## src/design/mbe_pkg.sv

```systemverilog
// ----------------------------------------------------------------------------
// mbe_pkg: shared types and constants of the escape-time core
// Payload words, the multiplier chain word, sequencer states and band limits.
// ----------------------------------------------------------------------------
package mbe_pkg;

    typedef struct packed {
        logic signed [63:0] point_real;
        logic signed [63:0] point_imag;
    } point_t;

    typedef struct packed {
        logic [6:0] escape_count;
        logic [3:0] colour_band;
    } result_t;

    typedef enum logic [1:0] {
        TAG_RSQ   = 2'd0,
        TAG_ISQ   = 2'd1,
        TAG_CROSS = 2'd2
    } prod_tag_t;

    typedef struct packed {
        logic         vld;
        prod_tag_t    tag;
        logic [63:0]  a;
        logic [63:0]  b;
        logic [127:0] acc;
    } mul_word_t;

    typedef enum logic [1:0] {
        S_IDLE = 2'd0,
        S_FEED = 2'd1,
        S_WAIT = 2'd2,
        S_STEP = 2'd3
    } seq_state_t;

    localparam int NUM_LIMITS = 11;
    localparam int NUM_CELLS  = 4;
    localparam logic [3:0] BAND_BLANK  = 4'd0;
    localparam logic [3:0] BAND_LOWEST = 4'd12;

    localparam logic [6:0] NORMAL_LIMITS [NUM_LIMITS] =
        '{7'd90, 7'd70, 7'd50, 7'd30, 7'd20, 7'd10, 7'd5, 7'd4, 7'd3, 7'd2, 7'd1};
    localparam logic [6:0] DEEP_LIMITS [NUM_LIMITS] =
        '{7'd99, 7'd98, 7'd96, 7'd94, 7'd92, 7'd90, 7'd85, 7'd80, 7'd75, 7'd70, 7'd60};

    // signed add clamped to the 64-bit range
    function automatic logic [63:0] sat_add(input logic [63:0] a, input logic [63:0] b);
        logic [64:0] s;
        s = {a[63], a} + {b[63], b};
        if (s[64] != s[63])
            return s[64] ? {1'b1, 63'd0} : {1'b0, {63{1'b1}}};
        return s[63:0];
    endfunction

endpackage

```

## src/design/mbe_mul_cell.sv

```systemverilog
// ----------------------------------------------------------------------------
// mbe_mul_cell: one cell of the 64x64 multiplier chain
// Multiplies one 32-bit half of each operand, adds it at its weight to the
// running product and hands the word on to the next cell.
// ----------------------------------------------------------------------------
module mbe_mul_cell #(
    parameter bit A_HI  = 1'b0,
    parameter bit B_HI  = 1'b0,
    parameter int SHIFT = 0
) (
    input  logic              clk,
    input  logic              rst_n,
    input  mbe_pkg::mul_word_t word_in,
    output mbe_pkg::mul_word_t word_out
);

    logic [31:0]  a_half;
    logic [31:0]  b_half;
    logic [63:0]  part;
    logic [127:0] acc_next;
    logic         vld_reg;
    mbe_pkg::mul_word_t word_reg;

    always_comb
    begin
        a_half   = A_HI ? word_in.a[63:32] : word_in.a[31:0];
        b_half   = B_HI ? word_in.b[63:32] : word_in.b[31:0];
        part     = 64'(a_half) * 64'(b_half);
        acc_next = word_in.acc + (128'(part) << SHIFT);
    end

    always_ff @(posedge clk or negedge rst_n)
    begin
        if (!rst_n)
            vld_reg <= 1'b0;
        else
            vld_reg <= word_in.vld;
    end

    always_ff @(posedge clk)
    begin
        word_reg.tag <= word_in.tag;
        word_reg.a   <= word_in.a;
        word_reg.b   <= word_in.b;
        word_reg.acc <= acc_next;
    end

    always_comb
    begin
        word_out.vld = vld_reg;
        word_out.tag = word_reg.tag;
        word_out.a   = word_reg.a;
        word_out.b   = word_reg.b;
        word_out.acc = word_reg.acc;
    end

endmodule

```

## config.mk

```make
export PLATFORM = sky130hd
export DESIGN_NAME = mbe_mul_cell
export DESIGN_NICKNAME = d
export VERILOG_FILES = /design/src/design/mbe_pkg.sv /design/src/design/mbe_mul_cell.sv
export SDC_FILE = /design/constraint.sdc
export NUM_CORES = 2
export LEC_CHECK = 0
export BUFFER_PORTS_ARGS = -buffer_cell sky130_fd_sc_hd__buf_2
export CAP_MARGIN = 30
export CORE_AREA = 2 2 191 380
export CTS_CLUSTER_DIAMETER = 50
export DETAILED_ROUTE_END_ITERATION = 8
export DIE_AREA = 0 0 193 382
export PLACE_DENSITY = 0.89
export SYNTH_ARGS = -nofsm -noshare
export SYNTH_HDL_FRONTEND = slang
export SYNTH_SLANG_ARGS = --single-unit
```

## constraint.sdc

```tcl
create_clock -name clk -period 1.3 [get_ports clk]
set_input_delay 0.26 -clock clk [delete_from_list [all_inputs] [get_ports clk]]
set_output_delay 0.26 -clock clk [all_outputs]
set_load 0.005 [all_outputs]
```

==> run summary, run 1 <==
The mapped netlist covers 42000 um^2. The first global-routing pass estimated 391 mm of wire. In this run the core area contains 138 standard-cell rows. The first error in the log reads "[ERROR GRT-0116] Global routing finished with congestion. Check the congestion regions in the DRC Viewer". The wire-length estimate of the detail-placed layout is 132 mm. The clock buffer count from CTS is 36, and the overall die width is 193 um. The unique cell type count in the Yosys netlist is 73, and the all-layer global routing usage is 71.0%.

In the synthesized netlist, the number of instances is 4497. The number of synthesized flops with an enable pin is 0, and the part of the Yosys area used for sequential elements is 12.3%. The flow did not finish. For this design the top-level I/O count stands at 520. Progress stopped at global routing (5_1_grt). For the largest net degree at the start of global routing, the log shows 26. At the end of routability-driven placement, the weighted congestion stood at 1.05. The most used flip-flop cell after synthesis was sky130_fd_sc_hd__dfxtp_1.

The setup slack after placement is -6910 ps, and the port buffer count is 519. The tools report the number of global-route vias before repair as 55810. The Yosys step of the flow raised 0 warnings. Counting along the longest clock path gives a buffer depth of 3. Chip height: 382 um. For this design, the sink count on the clock tree is 259. The mean cell area of the mapped netlist is 9.35 um^2. Summed over all layers, the global routing overflow is 1244. In this run the clock root is driven by a sky130_fd_sc_hd__clkbuf_16.

In this run, synthesis produced a sequential element count of 259. Once the floorplan was initialized, standard cells occupied 59.4% of the core. The tools report the level count of the clock H-tree as 2.

The number of nets in the synthesized netlist is 5979. In the synthesized netlist the async set-or-reset flop fraction comes to 0.386%.
metal layers:
layer  GRT usage, %  GRT overflow
met1           65.0            14
met2           88.4           781
met3           59.0            24
met4           74.6           423
met5           28.1             2
synthesized netlist by cell type, drive strengths merged, types with 2 or more instances:
cell | number | share of area, %
inv | 1072 | 9.6
fa | 962 | 46
nand2 | 634 | 5.7
and2 | 486 | 7.2
ha | 259 | 7.7
dfxtp | 258 | 12
clkbuf | 205 | 1.8
a21oi | 84 | 1.0
xnor2 | 72 | 1.5
nor2 | 60 | 0.56
nand4 | 51 | 0.76
xor2 | 50 | 1.0
o21ai | 43 | 0.55
nand3 | 38 | 0.45
a21o | 36 | 0.64
nor3 | 27 | 0.32
buf | 23 | 0.33
and3 | 15 | 0.23
o21bai | 11 | 0.21
nor2b | 9 | 0.13
nor4 | 9 | 0.15
or3 | 9 | 0.13
a31oi | 8 | 0.15
a211oi | 7 | 0.16
o21a | 6 | 0.11
o31ai | 6 | 0.12
or2 | 6 | 0.089
nand2b | 5 | 0.074
a211o | 4 | 0.083
a221oi | 4 | 0.14
and4 | 4 | 0.089
o22ai | 4 | 0.060
a31o | 3 | 0.063
a41o | 3 | 0.071
o2111ai | 3 | 0.063
o211a | 3 | 0.071
or4 | 3 | 0.062
o211ai | 2 | 0.048
o221ai | 2 | 0.042
stage by stage:
step	TNS [ps]	hold slack, ps	instances	area [um^2]	utilization (%)
after detailed placement	-777430	64.7	6375	51500	72.7
after floorplan	-625190	-35.6	4497	43800	-
after CTS	-648430	3.43	6652	57200	80.8
after global placement	-767280	62.9	6375	51500	72.7
cells by family after synthesis:
| logic type | synth area share (%) |
|---|---|
| simple gates | 16.0 |
| buf+inv | 11.7 |
| fa+ha+maj | 53.5 |
| flops | 12.3 |
| compound gates | 3.84 |
| xor+xnor | 2.56 |
timing repair:
action                     4_1_cts
pin swaps                      235
hold endpoints to repair       135
gates cloned                     8
gates resized for setup        553
setup buffers                   77
setup endpoints to repair      177
hold buffers                   136
==> run 2, diff against run 1 <==
--- a/config.mk
+++ b/config.mk
@@ -7,11 +7,10 @@
 export LEC_CHECK = 0
 export BUFFER_PORTS_ARGS = -buffer_cell sky130_fd_sc_hd__buf_2
 export CAP_MARGIN = 30
-export CORE_AREA = 2 2 191 380
-export CTS_CLUSTER_DIAMETER = 50
+export CORE_AREA = 2 2 328 330
 export DETAILED_ROUTE_END_ITERATION = 8
-export DIE_AREA = 0 0 193 382
-export PLACE_DENSITY = 0.89
+export DIE_AREA = 0 0 330 332
+export PLACE_DENSITY_LB_ADDON = 0.15
 export SYNTH_ARGS = -nofsm -noshare
 export SYNTH_HDL_FRONTEND = slang
 export SYNTH_SLANG_ARGS = --single-unit
==> run 2 against run 1 <==
  * The flow now finishes, with violations (design-rule violations, negative hold slack, negative setup slack)
  * Synthesized cell count unchanged
  * Synthesized area unchanged
==> run summary, run 2 <==
For this run, the slowest stage of the critical path takes 590 ps. Most common cell in the synthesized netlist: sky130_fd_sc_hd__inv_1. The flow ran to the end, but the final reports show violations. Cells with a size suffix above 1 make up 29.7% of the layout. The logs give 123 mm for the detailed-placement wirelength estimate and 2 for the level count of the clock H-tree. The wire length per cell after detailed routing came out at 20.8 um. Entering global routing, the biggest net connects 23 pins. For the number of placement rows, the log shows 120. At the pin with the least slew margin, the transition time is 706 ps. The top cell type by area accounts for 45.8% of the synthesized area. Global routing used 27.9% of the available tracks across all layers. The standard cell with the maximum stage delay on the critical path was sky130_fd_sc_hd__fa_2. In this run the mean area of a mapped cell was 9.35 um^2.

Using the TritonRoute via totals, the vias-per-cell ratio works out to 4.81. In the layout the commonest cells are sky130_fd_sc_hd__inv_1 (1034), sky130_fd_sc_hd__fa_1 (915), sky130_fd_sc_hd__nand2_1 (596). Timing analysis after detailed placement gives a worst setup slack of -6570 ps.

The net count of the mapped netlist was 5979. Setup repair after global routing could not meet its margin everywhere. Detailed routing inserted a total of 34165 vias. The chip height came out at 332 um. The synthesized design contains 259 register bits.

By area the synthesized netlist is led by sky130_fd_sc_hd__fa_1 (46%), sky130_fd_sc_hd__dfxtp_1 (12%), sky130_fd_sc_hd__inv_1 (9.6%). After global routing the overflow that remains totals 0. The tools report the reported max-cap violation count as 0.

Clock-pin slew was measured on the worst setup and hold paths at 60 ps. The first detailed-routing pass ran for 7 iterations. In the finished design, the share of the clock period the worst path needs comes to 534%. No sink is reached through more buffers than the 3 on the longest clock path. In this run the worst path has a maximum fanout of 6. The data required time of the critical path was 1780 ps; the total count of max-transition violations in the final report was 0. The relative area change from synthesis to final layout is 35.4%.

The tools report the TritonCTS sink count as 259. The final reports fail on design-rule violations, negative hold slack, negative setup slack. The logs give 110000 um^2 for the total die area and 39.5% for the initial core utilization. The cell area after technology mapping is 42000 um^2.

The largest total area in the synthesized netlist belongs to sky130_fd_sc_hd__fa_1. 520 I/O pins were placed. For this run, the top clock speed supported by timing is 144 MHz.

Sequential elements use 12.3% of the synthesized area. The DRC violation count after routing came out at 26. Wires add up to 148 mm. Type of the setup path with the least slack: in2reg.

The number of flip-flops in the largest register is 258. The congestion estimate from routability-driven global placement came to 0.903. Input and output buffers added on the ports amount to 519. TritonCTS built the clock tree.

The logs give 12 for the initial antenna violation count and 0 for the post-route antenna net violation count. STA classifies the critical path endpoint as a register. Counting I/O delays and the setup requirement, the final critical path takes 6950 ps. The most common library cell in the layout ignoring fill and taps is sky130_fd_sc_hd__inv_1. The root buffer cell is sky130_fd_sc_hd__clkbuf_16. Synthesis produced 4497 cells. The worst setup path is launched from an input port. The tools report the worst hold margin as -73.9 ps.

The first global-routing pass estimated 229 mm of wire. Most used flip-flop cell after synthesis: sky130_fd_sc_hd__dfxtp_1. TritonCTS created 35 clock buffers. In this run, the number of DRC markers left after iteration 0 of detailed routing was 1734. The share of synthesized registers carrying an async set or reset was 0.386%.

The most numerous cell type found on the critical path is sky130_fd_sc_hd__fa_1. The number of global-route vias before repair was 38352. The final hold violation count is 1.

Worst slew margin relative to its limit: 52.9%. For the core area, the log shows 106000 um^2. The Yosys warning count came out at 0. Sorting the synthesized cells by how often they occur yields sky130_fd_sc_hd__inv_1 (1072), sky130_fd_sc_hd__fa_1 (962), sky130_fd_sc_hd__nand2_1 (633), sky130_fd_sc_hd__and2_1 (485), sky130_fd_sc_hd__ha_1 (259). The count of endpoints failing setup in the final report was 195. Measured along the x axis, the die boundary spans 330 um.

After synthesis, the netlist uses 73 different library cells. The final-stage net count was 7150; the final core area utilization was 53.5%. In this run the worst hold path is classified as in2reg. The number of synthesized flops with an enable pin is 0, and the setup TNS is -638460 ps.

Post-route worst setup slack: -5650 ps. STA puts the critical path data arrival time at 7420 ps.
## run 2: final timing paths
kind,end,startpoint,depth (start not counted),slack (ps)
min in group asynchronous,vld_reg,rst_n,2,90
setup / recovery,word_out[91],word_in[130],29,-5650
max in group asynchronous,vld_reg,rst_n,2,1110
hold / removal,word_out[0],word_in[0],2,-70
## run 2: timing repair
item / CTS / global route
setup endpoints to repair: 319 / 344
setup buffers: 32 / 27
gates cloned: 5 / 0
pin swaps: 79 / 123
resized for setup: 245 / 226
hold buffers: 141 / 1
hold endpoints to repair: 142 / 2
## run 2: worst max-delay path, delay by kind of cell
family,cells,cell delay (ps)
AO/OA/AOI/OAI,3,720
buffers and inverters,11,980
AND/OR/NAND/NOR,5,930
XOR/XNOR,1,160
adder cells (fa/ha/maj),9,4340
## run 2: kinds of logic after synthesis
family	count (synthesis)	share of synthesized area, %
xor+xnor	122	2.56
fa+ha+maj	1221	53.5
simple gates	1358	16.0
compound gates	237	3.84
buf+inv	1300	11.7
flops	259	12.3
## run 2: stage by stage
stage	cell area, um^2	instances
finish	56900	7103
CTS	55800	7084
global placement	51900	6846
floorplan	43800	4497
global route	56900	7101
detailed placement	51900	6846
## run 2: final cells by class
class | count | area, um^2
fill | 9830 | 49400
multi-input combinational | 2939 | 34200
timing repair buffer | 1361 | 10700
sequential | 259 | 5190
inverter | 1072 | 4020
tap | 1403 | 1760
clock buffer | 44 | 940
clock inverter | 19 | 168
antenna | 6 | 15.0
## run 2: routing by layer
metal	vias up	GRT usage, %	part of all wire, %
met4	6	10.2	4.4
met3	247	4.32	5.4
met1	17559	34.3	39
met2	920	49.1	51
met5	-	0	0.024
li1	15433	-	-
Power of run 2 is left out: the tool's default activity adds up to more than one toggle a clock period on the data nets, which glitch-free logic cannot reach.
